`src/design/dfps_pkg.sv`:
```
// Shared constants and types of the derivative filter peak search unit.
// No dependencies; imported by every module of the block.
package dfps_pkg;

  // Default parameter values.
  localparam int unsigned MAX_SERIES_LEN_DEF = 4096;
  localparam int unsigned SAMPLE_BITS_DEF    = 16;

  // Fixed widths of the register and the result fields.
  localparam int unsigned MOVE_W = 13;
  localparam int unsigned POS_W  = 13;
  localparam int unsigned GRAD_W = 31;

  // Filter weights (gradient scaled by 46080) and half window span.
  localparam int W_NEAR    = 17340;
  localparam int W_MID     = 2832;
  localparam int W_FAR     = 12;
  localparam int WEIGHT_W  = 15;
  localparam int HALF_SPAN = 3;
  localparam int WIN_DEPTH = 6;

  // Reset value of the movement start register: no limit.
  localparam logic signed [MOVE_W-1:0] MOVE_RESET = -13'sd1;

  // Control bits that travel with an item through the pipeline.
  typedef struct packed {
    logic valid;
    logic last;
    logic eval;
  } tag_t;

endpackage

```
`src/design/derivative_filter_peak_search_unit.sv`:
```
// Top level of the derivative filter peak search unit.
// Depends on dfps_pkg, dfps_cell, dfps_grad and dfps_peak.
//
// The unit takes one sample per cycle, shifts it through a row of six
// window cells, and evaluates the scaled antisymmetric derivative at the
// window center in a two-stage constant-multiply and add pipeline. A third
// stage keeps the first largest positive gradient. After its last sample is
// accepted, the result of a series passes the gradient and maximum stages
// and sits in an output register until taken. Sustained rate is one sample
// per cycle; the input pauses only when the next series end reaches the
// maximum stage while a result is still held in the output register. The
// pause ends once that result is taken. The movement start register
// is written directly and should change only while idle.
module derivative_filter_peak_search_unit
  import dfps_pkg::*;
#(
  parameter int unsigned MAX_SERIES_LEN = MAX_SERIES_LEN_DEF,
  parameter int unsigned SAMPLE_BITS    = SAMPLE_BITS_DEF
) (
  input  logic                          clk_i,
  input  logic                          rst_ni,
  input  logic                          cfg_we_i,
  input  logic signed [MOVE_W-1:0]      cfg_wdata_i,
  input  logic                          in_valid_i,
  output logic                          in_ready_o,
  input  logic signed [SAMPLE_BITS-1:0] sample_value_i,
  input  logic                          is_last_i,
  output logic                          out_valid_o,
  input  logic                          out_ready_i,
  output logic [POS_W-1:0]              peak_position_o,
  output logic [GRAD_W-1:0]             peak_gradient_o
);

  localparam int unsigned CNT_W = $clog2(MAX_SERIES_LEN + 1);
  localparam int unsigned CMP_W = ((CNT_W > MOVE_W) ? CNT_W : MOVE_W) + 2;
  localparam int unsigned GW    = SAMPLE_BITS + WEIGHT_W + 3;

  logic signed [MOVE_W-1:0]      movement_start_q;
  logic [CNT_W-1:0]              cnt_q, cnt_d;
  logic                          adv, stall, accept;
  logic                          sat, window_full, skip;
  logic [CNT_W-1:0]              pos, len;
  logic signed [CMP_W-1:0]       pos_ext, move_ext;
  tag_t                          tag_in, tag_mid;
  logic [CNT_W-1:0]              pos_mid, len_mid;
  logic signed [GW-1:0]          grad_mid;
  logic signed [SAMPLE_BITS-1:0] tap [WIN_DEPTH];

  assign adv        = !stall;
  assign in_ready_o = adv;
  assign accept     = in_valid_i && adv;

  // Movement start register.
  always_ff @(posedge clk_i or negedge rst_ni) begin
    if (!rst_ni) begin
      movement_start_q <= MOVE_RESET;
    end else if (cfg_we_i) begin
      movement_start_q <= cfg_wdata_i;
    end
  end

  // Position bookkeeping for the window center of the accepted sample.
  always_comb begin
    sat         = (cnt_q == CNT_W'(MAX_SERIES_LEN));
    window_full = (cnt_q >= CNT_W'(WIN_DEPTH));
    pos         = cnt_q - CNT_W'(HALF_SPAN);
    pos_ext     = $signed(CMP_W'(pos));
    move_ext    = CMP_W'(movement_start_q);
    skip        = (move_ext > CMP_W'(HALF_SPAN)) &&
                  (pos_ext >= move_ext - CMP_W'(HALF_SPAN));
    len         = sat ? cnt_q : cnt_q + CNT_W'(1);
    tag_in.valid = accept;
    tag_in.last  = is_last_i;
    tag_in.eval  = !sat && window_full && !skip;
    cnt_d = cnt_q;
    if (accept) begin
      cnt_d = is_last_i ? '0 : len;
    end
  end

  always_ff @(posedge clk_i or negedge rst_ni) begin
    if (!rst_ni) begin
      cnt_q <= '0;
    end else begin
      cnt_q <= cnt_d;
    end
  end

  // Row of window cells, newest sample in the first cell.
  for (genvar k = 0; k < WIN_DEPTH; k++) begin : g_win
    logic signed [SAMPLE_BITS-1:0] cell_d;
    if (k == 0) begin : g_head
      assign cell_d = sample_value_i;
    end else begin : g_link
      assign cell_d = tap[k-1];
    end
    dfps_cell #(
      .SAMPLE_BITS(SAMPLE_BITS)
    ) u_cell (
      .clk_i  (clk_i),
      .rst_ni (rst_ni),
      .shift_i(accept && !sat),
      .clear_i(accept && is_last_i),
      .d_i    (cell_d),
      .q_o    (tap[k])
    );
  end

  // Gradient pipeline; the center cell tap[2] is not weighted.
  dfps_grad #(
    .SAMPLE_BITS(SAMPLE_BITS),
    .CNT_W      (CNT_W),
    .GW         (GW)
  ) u_grad (
    .clk_i     (clk_i),
    .rst_ni    (rst_ni),
    .adv_i     (adv),
    .tag_i     (tag_in),
    .pos_i     (pos),
    .len_i     (len),
    .far_new_i (sample_value_i),
    .far_old_i (tap[5]),
    .mid_new_i (tap[0]),
    .mid_old_i (tap[4]),
    .near_new_i(tap[1]),
    .near_old_i(tap[3]),
    .tag_o     (tag_mid),
    .pos_o     (pos_mid),
    .len_o     (len_mid),
    .grad_o    (grad_mid)
  );

  // Running maximum and result register.
  dfps_peak #(
    .CNT_W(CNT_W),
    .GW   (GW)
  ) u_peak (
    .clk_i          (clk_i),
    .rst_ni         (rst_ni),
    .adv_i          (adv),
    .tag_i          (tag_mid),
    .pos_i          (pos_mid),
    .len_i          (len_mid),
    .grad_i         (grad_mid),
    .out_ready_i    (out_ready_i),
    .stall_o        (stall),
    .out_valid_o    (out_valid_o),
    .peak_position_o(peak_position_o),
    .peak_gradient_o(peak_gradient_o)
  );

endmodule

```
`src/design/dfps_cell.sv`:
```
// One window cell: holds a sample and hands it to its neighbor on a shift.
// Depends on dfps_pkg.
module dfps_cell
  import dfps_pkg::*;
#(
  parameter int unsigned SAMPLE_BITS = SAMPLE_BITS_DEF
) (
  input  logic                          clk_i,
  input  logic                          rst_ni,
  input  logic                          shift_i,
  input  logic                          clear_i,
  input  logic signed [SAMPLE_BITS-1:0] d_i,
  output logic signed [SAMPLE_BITS-1:0] q_o
);

  logic signed [SAMPLE_BITS-1:0] sample_q;

  // A series end empties the cell; otherwise a shift loads the neighbor.
  always_ff @(posedge clk_i or negedge rst_ni) begin
    if (!rst_ni) begin
      sample_q <= '0;
    end else if (clear_i) begin
      sample_q <= '0;
    end else if (shift_i) begin
      sample_q <= d_i;
    end
  end

  assign q_o = sample_q;

endmodule

```
`src/design/dfps_grad.sv`:
```
// Two-stage gradient pipeline: weighted differences, then their sum.
// Depends on dfps_pkg.
module dfps_grad
  import dfps_pkg::*;
#(
  parameter int unsigned SAMPLE_BITS = SAMPLE_BITS_DEF,
  parameter int unsigned CNT_W       = 13,
  parameter int unsigned GW          = SAMPLE_BITS + WEIGHT_W + 3
) (
  input  logic                          clk_i,
  input  logic                          rst_ni,
  input  logic                          adv_i,
  input  tag_t                          tag_i,
  input  logic [CNT_W-1:0]              pos_i,
  input  logic [CNT_W-1:0]              len_i,
  input  logic signed [SAMPLE_BITS-1:0] far_new_i,
  input  logic signed [SAMPLE_BITS-1:0] far_old_i,
  input  logic signed [SAMPLE_BITS-1:0] mid_new_i,
  input  logic signed [SAMPLE_BITS-1:0] mid_old_i,
  input  logic signed [SAMPLE_BITS-1:0] near_new_i,
  input  logic signed [SAMPLE_BITS-1:0] near_old_i,
  output tag_t                          tag_o,
  output logic [CNT_W-1:0]              pos_o,
  output logic [CNT_W-1:0]              len_o,
  output logic signed [GW-1:0]          grad_o
);

  localparam int unsigned DW = SAMPLE_BITS + 1;
  localparam int unsigned PW = DW + WEIGHT_W;

  localparam logic signed [PW-1:0] K_FAR  = PW'(W_FAR);
  localparam logic signed [PW-1:0] K_MID  = PW'(W_MID);
  localparam logic signed [PW-1:0] K_NEAR = PW'(W_NEAR);

  logic signed [DW-1:0] diff_far, diff_mid, diff_near;
  logic signed [PW-1:0] prod_far_d, prod_mid_d, prod_near_d;
  logic signed [PW-1:0] prod_far_q, prod_mid_q, prod_near_q;
  logic signed [GW-1:0] grad_d, grad_q;
  tag_t                 tag1_q, tag2_q;
  logic [CNT_W-1:0]     pos1_q, pos2_q, len1_q, len2_q;

  // Stage one: differences across the window center and constant products.
  always_comb begin
    diff_far    = DW'(far_new_i) - DW'(far_old_i);
    diff_mid    = DW'(mid_new_i) - DW'(mid_old_i);
    diff_near   = DW'(near_new_i) - DW'(near_old_i);
    prod_far_d  = PW'(diff_far) * K_FAR;
    prod_mid_d  = PW'(diff_mid) * K_MID;
    prod_near_d = PW'(diff_near) * K_NEAR;
  end

  // Stage two: the scaled gradient is the sum of the three products.
  assign grad_d = GW'(prod_far_q) + GW'(prod_mid_q) + GW'(prod_near_q);

  always_ff @(posedge clk_i or negedge rst_ni) begin
    if (!rst_ni) begin
      tag1_q <= '0;
      tag2_q <= '0;
    end else if (adv_i) begin
      tag1_q <= tag_i;
      tag2_q <= tag1_q;
    end
  end

  always_ff @(posedge clk_i) begin
    if (adv_i) begin
      prod_far_q  <= prod_far_d;
      prod_mid_q  <= prod_mid_d;
      prod_near_q <= prod_near_d;
      pos1_q      <= pos_i;
      len1_q      <= len_i;
      grad_q      <= grad_d;
      pos2_q      <= pos1_q;
      len2_q      <= len1_q;
    end
  end

  assign tag_o  = tag2_q;
  assign pos_o  = pos2_q;
  assign len_o  = len2_q;
  assign grad_o = grad_q;

endmodule

```
`src/design/dfps_peak.sv`:
```
// Running maximum of the gradient and the result register.
// Depends on dfps_pkg.
module dfps_peak
  import dfps_pkg::*;
#(
  parameter int unsigned CNT_W = 13,
  parameter int unsigned GW    = 34
) (
  input  logic                 clk_i,
  input  logic                 rst_ni,
  input  logic                 adv_i,
  input  tag_t                 tag_i,
  input  logic [CNT_W-1:0]     pos_i,
  input  logic [CNT_W-1:0]     len_i,
  input  logic signed [GW-1:0] grad_i,
  input  logic                 out_ready_i,
  output logic                 stall_o,
  output logic                 out_valid_o,
  output logic [POS_W-1:0]     peak_position_o,
  output logic [GRAD_W-1:0]    peak_gradient_o
);

  logic signed [GW-1:0] best_q, best_next;
  logic [CNT_W-1:0]     best_pos_q, pos_next;
  logic                 found_q, found_next;
  logic                 better, take;
  logic                 out_valid_q;
  logic [POS_W-1:0]     position_q;
  logic [GRAD_W-1:0]    gradient_q;

  // Strictly greater keeps the first position of a tie.
  always_comb begin
    better     = tag_i.eval && (grad_i > best_q);
    best_next  = better ? grad_i : best_q;
    pos_next   = better ? pos_i : best_pos_q;
    found_next = found_q || better;
    take       = adv_i && tag_i.valid;
  end

  // Hold the pipeline while a result waits and the next one is ready.
  assign stall_o = out_valid_q && tag_i.valid && tag_i.last;

  // Maximum tracking; the last item of a series starts a fresh search.
  always_ff @(posedge clk_i or negedge rst_ni) begin
    if (!rst_ni) begin
      best_q      <= '0;
      best_pos_q  <= '0;
      found_q     <= 1'b0;
      out_valid_q <= 1'b0;
    end else begin
      if (take) begin
        if (tag_i.last) begin
          best_q     <= '0;
          best_pos_q <= '0;
          found_q    <= 1'b0;
        end else begin
          best_q     <= best_next;
          best_pos_q <= pos_next;
          found_q    <= found_next;
        end
      end
      if (take && tag_i.last) begin
        out_valid_q <= 1'b1;
      end else if (out_ready_i) begin
        out_valid_q <= 1'b0;
      end
    end
  end

  // Result payload: the peak, or the series length when nothing was positive.
  always_ff @(posedge clk_i) begin
    if (take && tag_i.last) begin
      if (found_next) begin
        position_q <= POS_W'(pos_next);
        gradient_q <= GRAD_W'($unsigned(best_next));
      end else begin
        position_q <= POS_W'(len_i);
        gradient_q <= '0;
      end
    end
  end

  assign out_valid_o     = out_valid_q;
  assign peak_position_o = position_q;
  assign peak_gradient_o = gradient_q;

endmodule

```
`config.mk`:
```
export PLATFORM = sky130hd
export DESIGN_NAME = derivative_filter_peak_search_unit
export DESIGN_NICKNAME = d
export VERILOG_FILES = /design/src/design/dfps_pkg.sv /design/src/design/derivative_filter_peak_search_unit.sv /design/src/design/dfps_cell.sv /design/src/design/dfps_grad.sv /design/src/design/dfps_peak.sv
export SDC_FILE = /design/constraint.sdc
export NUM_CORES = 1
export LEC_CHECK = 0
export BUFFER_PORTS_ARGS = -buffer_cell sky130_fd_sc_hd__buf_2
export CAP_MARGIN = 20
export CORE_UTILIZATION = 30
export CTS_CLUSTER_DIAMETER = 100
export CTS_CLUSTER_SIZE = 8
export DETAILED_ROUTE_END_ITERATION = 10
export PLACE_DENSITY = 0.46
export SYNTH_ARGS = -nofsm -noshare
export SYNTH_HDL_FRONTEND = slang
export SYNTH_SLANG_ARGS = --single-unit
```
`constraint.sdc`:
```
create_clock -name clk_i -period 10.15 [get_ports clk_i]
set_clock_uncertainty 0.2 [all_clocks]
set_input_delay 1.015 -clock clk_i [delete_from_list [all_inputs] [get_ports clk_i]]
set_output_delay 1.015 -clock clk_i [all_outputs]
set_load 0.02 [all_outputs]
```
Word-level counts from Yosys, hierarchy flattened
Cells that the tools add are included.
{"block": "totals", "memories": 0, "latchBits": 0, "out_inout_bits": 46, "regBits": 383, "romBits": 0, "inputBits": 35, "wordCells": 86, "ram_bits": 0}
{"block": "op_classes", "div": 0, "n_mul": 3, "eq_ne": 1, "reduce_logical": 19, "shifts": 0, "bitwise_logic": 0, "n_mux": 22, "order_cmp": 4, "add_sub_neg": 8}
{"cell": "$mux W16", "count": 12}
{"cell": "$mux W34", "count": 2}
{"cell": "$mux W13", "count": 5}
{"cell": "$sub A16 B16 Y17", "count": 3}
{"cell": "$gt A34 B34 Y1", "count": 1}
{"cell": "$add A31 B32 Y33", "count": 1}
{"cell": "$add A22 B30 Y31", "count": 1}
{"cell": "$mul A17 B14 Y30 const B", "count": 1}
{"cell": "$mul A17 B9 Y26 const B", "count": 1}
{"cell": "$mul A17 B3 Y20 const B", "count": 1}
{"cell": "$ge A14 B14 Y1", "count": 1}
{"cell": "$sub A13 B3 Y14 const B", "count": 1}
{"cell": "$add A13 B1 Y13 const B", "count": 1}
{"cell": "$eq A13 B13 Y1 const B", "count": 1}
{"cell": "$ge A13 B3 Y1 const B", "count": 1}
{"cell": "$gt A13 B3 Y1 const B", "count": 1}
{"cell": "$sub A13 B2 Y13 const B", "count": 1}
{"cell": "$logic_and A1 B1 Y1", "count": 11}
{"cell": "$reduce_bool A2 Y1", "count": 3}
{"cell": "$logic_not A1 Y1", "count": 3}
{"cell": "$mux W1", "count": 3}
{"cell": "$reduce_and A2 Y1", "count": 1}
{"cell": "$logic_or A1 B1 Y1", "count": 1}

Logic depth before layout (Yosys ltp)
Gate-level depths: netlist of run 1.
{"block": "depth", "ltp_word": 7, "mapped_depth": 31, "depth_no_buf": 31}

Modules after synthesis
A second synthesis of run 1 with hierarchy kept.
{"block": "unflattened", "cells_unflattened": 2498, "hier_area_um2": 27790.4}
{"mod": "dfps_grad", "n_inst": 1, "area_per_inst_um2": 16836.1, "cells_each": 1525}
{"mod": "dfps_peak", "n_inst": 1, "area_per_inst_um2": 4899.7, "cells_each": 434}
{"mod": "dfps_cell", "n_inst": 6, "area_per_inst_um2": 660.6, "cells_each": 52}
{"mod": "derivative_filter_peak_search_unit", "n_inst": 1, "area_per_inst_um2": 2090.8, "cells_each": 227}

Worst setup path before layout of run 1
OpenSTA, ideal clock, no wires.
{"block": "synth_path", "kind": "reg2reg", "start": "register g_win[1].u_cell.sample_q[0]", "end": "register u_grad.prod_near_q[31], data pin", "path_slack_ns": 2.769, "stages_incl_launch_ff": 29, "path_buffers": 0, "arrival_ns": 6.924, "setup_ns": 0.258, "path_cell_list": "dfrtp_1 inv_1 ha_1 fa_1 nor2b_1 o31a_2 o211ai_1 a31o_2 o21bai_1 a21oi_1 xnor2_1 xnor2_1 fa_1 inv_1 fa_1 fa_1 fa_1 inv_1 fa_1 inv_1 ha_1 a21o_1 a21o_1 a211oi_1 o31a_1 o31a_1 a21oi_2 a31oi_4 xnor2_1"}
{"block": "synth_between", "elab_chain_len": 2}
{"element": "start: declaration", "line": "dfps_cell.sv:16", "source": "logic signed [SAMPLE_BITS-1:0] sample_q;"}
{"element": "start signal: assignment", "line": "dfps_cell.sv:25", "source": "sample_q <= d_i;"}
{"element": "$sub A16 B16 Y17", "line": "dfps_grad.sv:46", "source": "diff_near = DW'(near_new_i) - DW'(near_old_i);"}
{"element": "$mul A17 B14 Y30", "line": "dfps_grad.sv:49", "source": "prod_near_d = PW'(diff_near) * K_NEAR;"}
{"element": "named net u_grad.prod_near_d[31]", "line": "dfps_grad.sv:36", "source": "logic signed [PW-1:0] prod_far_d, prod_mid_d, prod_near_d;"}
{"element": "end signal: assignment", "line": "dfps_grad.sv:69", "source": "prod_near_q <= prod_near_d;"}
{"element": "end: declaration", "line": "dfps_grad.sv:37", "source": "logic signed [PW-1:0] prod_far_q, prod_mid_q, prod_near_q;"}
The timed path passes the listed nets, and every way through them passes these cells.
A chain may end at the register's enable or synchronous reset.

Worst setup path after layout of run 1
{"block": "layout_path", "start": "register g_win[3].u_cell.sample_q[1]", "end": "register u_grad.prod_near_q[31], data pin"}
{"block": "layout_between", "elab_chain_len": 2}
{"element": "start: declaration", "line": "dfps_cell.sv:16"}
{"element": "start signal: assignment", "line": "dfps_cell.sv:25"}
{"element": "$sub A16 B16 Y17", "line": "dfps_grad.sv:46"}
{"element": "$mul A17 B14 Y30", "line": "dfps_grad.sv:49"}
{"element": "named net u_grad.prod_near_d[31]", "line": "dfps_grad.sv:36"}
The timed path passes the listed nets, and every way through them passes these cells.

==> impl_metrics.ini, run 1 <==
[status]
status = completed

[job]
maxCapViolations = 0

[clocking]
cts_buffer_depth = 3
clkSinkCount = 379
htree_num_levels = 2
post_cts_resized = 0
root_buffer = clkbuf_16
post_cts_buffers = 0
cts-buffers-inserted = 54
cts_tree = built
clkTransAtPathRegs_ns = 0.05
cts_hold_buf = 0
insertion_delay_ns = 0.62

[route]
totalWireLength_mm = 64.99
ant_nets = 0
first_pass_iters = 6
vias = 18580
drt_iter0_markers = 889
drc = 0
wl_per_cell_microns = 16.63
viasPerCell = 4.756

[synth]
synth-xor-area-share = 0.05406
ys_warn_count = 0
netlist_area_sq_um = 27450
syn_nets = 3114
syn_avg_cell_area_sq_um = 10.53
synth_simple_gate_area_share = 0.09335
synth_fa_ha_area_frac = 0.2561
synth-async-reset-ratio = 0.4644
synthFlopType = edfxtp_1
synth_compound_area_frac = 0.1403
synth_top_family_by_area = adder cells
ys_ff_latch = 379
synth.distinct_cells = 87
synth_edf_count = 203
ys_seq_area_frac = 0.3831
syn_inst = 2606
synth.area.mux_share = 0.01222

[floorplan]
num_rows = 110
core_area_sq_um = 90290
io_pins = 81
fp.dieW_microns = 304.5
die_height_microns = 304.5
initial_core_util = 0.3040
design.die.area_sq_um = 92710

[sta]
period_needed_ns = 7.887
max_slew_margin = 0.2592
fin_ws_ns = 2.263
rsz0062_at_grt = no
worstMarginPinSlew_ns = 1.103
finalMaxSlewViolations = 0
tns_ns = 0
setup_viol = 0
fmax_ghz = 0.1268
fin_crit_sh = 0.7770
hold_violations = 0

[worst_setup_path]
cp.required_ns = 10.31
cp-end-kind = register
slowest_stage = xnor2_1
ff2ff_path_depth = 29
worstPathArrival_ns = 8.04
cpPeakStageDelay_ns = 0.56
r2r_setup_slack_ns = 2.26
setup.worst_path.start_class = register
rr_endpoint = u_grad.prod_near_q[31]$_DFFE_PN_
r2r-start = g_win[3].u_cell.q_o[1]$_DFFE_PN0P_
cp_max_fo = 7
path_class = reg2reg

[final_layout]
syn2layout_area_growth_pct = 12.38
drive_gt1_frac = 0.08678
final_nets = 3197
fillers = 9106
diodes = 0

[placement]
pre_cts_ws_ns = 2.275
gp_congestion = 0.8592
portBuffers = 80
hpwl_mm = 50.34

[global_routing]
grt_use_total = 0.1398
use_met3 = 0.01877
gr-max-usage-layer = met2
use_met2 = 0.2201
grt_max_degree = 96
met1_usage = 0.2016
grt_pass1_vias = 19070
grt-ovfl-total = 0
grt_first_pass_wirelength_mm = 104.4
antenna_found_initial = 8

[hold_path]
hold_path.class = in2async
==> registers in the layout (all words and copies together) (netlist names), 3 cells and up <==
signal                  count
u_grad.prod_far_q          20
movement_start_q           13
u_grad.pos_o               13
u_grad.pos1_q              13
g_win.u_cell.q_o           96
u_peak.peak_position_o     13
cnt_q                      13
u_grad.len1_q              13
u_grad.tag_o                3
u_grad.grad_o              31
u_grad.prod_near_q         30
u_grad.prod_mid_q          26
u_peak.best_pos_q          13
u_grad.len_o               13
u_grad.tag1_q               3
u_peak.peak_gradient_o     31
u_peak.best_q              33
==> worst max-delay path by stage <==
stage | from | end | slack [ns] | cells past startpoint
after floorplan | g_win[1].u_cell.q_o[0]$_DFFE_PN0P_ | u_grad.prod_near_q[31]$_DFFE_PN_ | 2.77 | 28
after global placement | g_win[3].u_cell.q_o[1]$_DFFE_PN0P_ | u_grad.prod_near_q[31]$_DFFE_PN_ | 2.19 | 27
after detailed placement | g_win[1].u_cell.q_o[0]$_DFFE_PN0P_ | u_grad.prod_near_q[28]$_DFFE_PN_ | 2.27 | 28
after CTS | g_win[1].u_cell.q_o[0]$_DFFE_PN0P_ | u_grad.prod_near_q[24]$_DFFE_PN_ | 2.27 | 29
after global routing | g_win[1].u_cell.q_o[0]$_DFFE_PN0P_ | u_grad.prod_near_q[24]$_DFFE_PN_ | 1.81 | 29
final | g_win[3].u_cell.q_o[1]$_DFFE_PN0P_ | u_grad.prod_near_q[31]$_DFFE_PN_ | 2.26 | 29
==> synth_stat cells, types with 65 or more instances <==
master | n | share of area
fa_1 | 148 | 0.11
ha_1 | 325 | 0.15
dfrtp_1 | 163 | 0.15
inv_1 | 348 | 0.048
edfxtp_1 | 203 | 0.22
a21oi_1 | 194 | 0.035
nor2_1 | 91 | 0.012
xnor2_1 | 110 | 0.035
nand2_1 | 280 | 0.038
o21ai_0 | 78 | 0.014
a21o_1 | 65 | 0.018
a22o_1 | 67 | 0.021
==> cell usage in the layout, fill, tap and decap left out, types with 6 or more instances in the layout <==
cell type / Yosys / layout
inv_1: 348 / 348
ha_1: 325 / 325
nand2_1: 280 / 280
edfxtp_1: 203 / 203
a21oi_1: 194 / 194
dfrtp_1: 163 / 163
fa_1: 148 / 148
xnor2_1: 110 / 110
nor2_1: 91 / 90
buf_2: 15 / 79
o21ai_0: 78 / 78
a22o_1: 67 / 67
a21o_1: 65 / 65
clkbuf_16: 0 / 55
xor2_1: 52 / 52
clkbuf_1: 47 / 38
nor3_1: 35 / 35
nand3_1: 32 / 31
o21a_1: 25 / 25
a211oi_1: 23 / 23
nand2b_1: 20 / 20
buf_4: 10 / 20
mux2_2: 16 / 16
nor2b_1: 15 / 15
o21bai_1: 14 / 14
mux2i_1: 14 / 14
o311ai_0: 13 / 13
nand4_1: 13 / 13
or3b_1: 13 / 13
dfstp_2: 13 / 13
and2_1: 12 / 12
or2_2: 11 / 10
a31oi_1: 10 / 10
or3_1: 10 / 10
o21ai_1: 10 / 10
o31ai_1: 8 / 8
nor4_1: 8 / 8
o311ai_1: 7 / 7
and3_1: 8 / 6
==> cells by family (layout without fill, tap and decap cells) <==
kind of cell / Yosys count / count (layout)
compound gates: 571 / 571
simple gates: 562 / 562
fa+ha+maj: 473 / 473
buf+inv: 424 / 549
flops: 379 / 379
xor+xnor: 166 / 166
mux: 31 / 31
==> worst max-delay path, delay by kind of cell, from the launching register on <==
kind	cells	cell delay (ns)
fa+ha+maj	7	3.06
compound gates	11	2.29
xor+xnor	3	0.80
buf+inv	6	0.57
flops	1	0.41
simple gates	2	0.30
==> layer usage <==
layer,routed length (microns),vias to the layer above,share of wire
met5,0,-,0
met1,32630,9008,0.50
met2,28770,309,0.44
met4,1301,0,0.020
met3,2280,91,0.035
li1,-,9175,-
==> layout make-up <==
| cell class | count | area, sq um | share of cell area |
|---|---|---|---|
| clock buffer | 94 | 1533 | 0.04969 |
| clock inverter | 4 | 98.84 | 0.003204 |
| inverter | 349 | 1310 | 0.04247 |
| multi-input combinational | 1803 | 15300 | 0.4961 |
| sequential | 379 | 10520 | 0.3409 |
| tap | 1176 | 1471 | 0.04770 |
| timing repair buffer | 102 | 614.3 | 0.01992 |
==> stage by stage <==
| step | instance area, sq um | hold WS (ns) | util | instances |
|---|---|---|---|---|
| after CTS | 30790 | 0.09489 | 0.3410 | 3905 |
| after global routing | 30850 | 0.09842 | 0.3416 | 3907 |
| after global placement | 29140 | 0.2015 | 0.3227 | 3804 |
| final | 30850 | 0.1088 | 0.3416 | 3907 |
| after floorplan | 27450 | 0.2003 | - | 2606 |
| after detailed placement | 29160 | 0.2045 | 0.3230 | 3807 |
Power of run 1 is not shown: default switching activity piles up to over one toggle a cycle in this logic, so the estimate is an artifact.
==> run 2, diff against run 1 <==
- ABC_AREA: unset -> 1
- clock period: 10.15 -> 8 ns (I/O delays scaled with it)
==> impl_metrics.ini, run 2 <==
[synth]
syn_inst = 3191
synth.distinct_cells = 56
syn_nets = 3699
synthFlopType = edfxtp_1
yosysTopAreaCell = edfxtp_1
netlist_area_sq_um = 28500
synth_most_common_cell = nand2_1
synth_top_cell_area_share = 0.2139
synth_edf_count = 203
netlist_top_cells_count = nand2_1 (670), inv_1 (553), ha_1 (325)
yosys-top-cells-area = edfxtp_1 (21%), dfrtp_1 (14%), ha_1 (14%), fa_1 (10%), nand2_1 (8.8%)
ys_ff_latch = 379
ys_warn_count = 0
syn_avg_cell_area_sq_um = 8.932
synth-async-reset-ratio = 0.4644
ys_seq_area_frac = 0.3690

[route]
first_pass_iters = 5
drc = 0
viasPerCell = 4.558
drt_iter0_markers = 1281
wl_per_cell_microns = 16.18
ant_nets = 0
totalWireLength_mm = 73.93
vias = 20820

[worst_setup_path]
cp_max_fo = 8
slowest_stage = fa_1
worstPathArrival_ns = 7.24
crit_buf_inv = 5
cp.required_ns = 8.18
cp-end-kind = register
path_class = reg2reg
cp_top_family = adder cells
crit_path_frequent_cell = nand2_1
cpPeakStageDelay_ns = 0.57
setup.worst_path.start_class = register

[sta]
worstMarginPinSlew_ns = 1.057
max_slew_margin = 0.2955
fin_ws_ns = 0.9414
holdWs_ns = 0.1511
hold_violations = 0
fin_crit_sh = 0.8823
tns_ns = 0
fmax_ghz = 0.1417
finalMaxSlewViolations = 0
rsz0062_at_grt = no
period_needed_ns = 7.059
setup_viol = 0

[clocking]
clkSinkCount = 379
htree_num_levels = 2
cts_tree = built
clkTransAtPathRegs_ns = 0.06
cts-buffers-inserted = 53
insertion_delay_ns = 0.63
post_cts_resized = 0
cts_hold_buf = 1
cts_buffer_depth = 3
post_cts_buffers = 0
root_buffer = clkbuf_16

[final_layout]
largest_reg_flops = 96
final_nets = 3790
layout_commonest_cell = nand2_1
postLayoutCoreUtil = 0.3404
syn2layout_area_growth_pct = 11.98
fillers = 9707
final_cell_mix = nand2_1 (670), inv_1 (551), ha_1 (325)
diodes = 0
drive_gt1_frac = 0.06275

[hold_path]
hold_path.class = in2reg

[global_routing]
grt_first_pass_wirelength_mm = 117.5
grt_pass1_vias = 20790
antenna_found_initial = 0
grt_use_total = 0.1561
grt-ovfl-total = 0
grt_max_degree = 105

[floorplan]
design.die.area_sq_um = 96240
die_height_microns = 310.2
initial_core_util = 0.3040
num_rows = 112
io_pins = 81
fp.dieW_microns = 310.2
core_area_sq_um = 93750

[placement]
gp_congestion = 0.8772
pre_cts_ws_ns = 0.9268
hpwl_mm = 57.31
portBuffers = 80

[job]
maxCapViolations = 0

[status]
status = completed
## run 2: cell count changes after synthesis, moves of 28 or more
cell     delta
nand2_1   +390
inv_1     +205
nand3_1   +173
o21ai_0    +81
xnor2_1    -73
a22o_1     -67
xor2_1     +62
nor2_1     +56
nand4_1    +54
a21o_1     -50
a21oi_1    -28
## run 2: final cells by class
class / instances / area [sq um] / area share
Multi-Input combinational cell: 2187 / 15590 / 0.4886
Sequential cell: 379 / 10520 / 0.3295
Inverter: 560 / 2107 / 0.06602
Tap cell: 1254 / 1569 / 0.04916
Clock buffer: 85 / 1468 / 0.04599
Timing Repair Buffer: 101 / 581.8 / 0.01823
Clock inverter: 3 / 80.08 / 0.002509
## run 2: logic make-up after synthesis
kind of cell,synth area share
simple gates,0.1725
flops,0.3690
mux,0.001580
compound gates,0.07691
xor+xnor,0.04908
fa+ha+maj,0.2466
buf+inv,0.08433
## run 2: metal layers
| metal | global-route usage | share of wire |
|---|---|---|
| met1 | 0.2213 | 0.49 |
| met3 | 0.02302 | 0.038 |
| met5 | 0 | 0 |
| met4 | 0.03884 | 0.021 |
| met2 | 0.2482 | 0.45 |
## run 2: worst paths after layout
kind | startpoint | end | slack, ns | cells after the start
max in group asynchronous | rst_ni | g_win[3].u_cell.q_o[0]$_DFFE_PN0P_ | 5.89 | 3
min in group asynchronous | rst_ni | u_peak.best_q[19]$_DFFE_PN0P_ | 0.53 | 2
worst min register to register | u_grad.len1_q[2]$_DFFE_PN_ | u_grad.len_o[2]$_DFFE_PN_ | 0.21 | 0
worst max-delay path | g_win[1].u_cell.q_o[0]$_DFFE_PN0P_ | u_grad.prod_near_q[28]$_DFFE_PN_ | 0.94 | 32
worst min-delay path | out_ready_i | u_peak.out_valid_o$_DFFE_PN0P_ | 0.15 | 2
worst max register to register | g_win[1].u_cell.q_o[0]$_DFFE_PN0P_ | u_grad.prod_near_q[28]$_DFFE_PN_ | 0.94 | 32
## run 2: stage by stage
step | area, sq um | std cells
after floorplan | 28500 | 3191
after global placement | 30360 | 4480
after detailed placement | 30360 | 4480
after CTS | 31920 | 4569
after global routing | 31920 | 4569
final | 31920 | 4569
Power of run 2 is left out for the same reason.
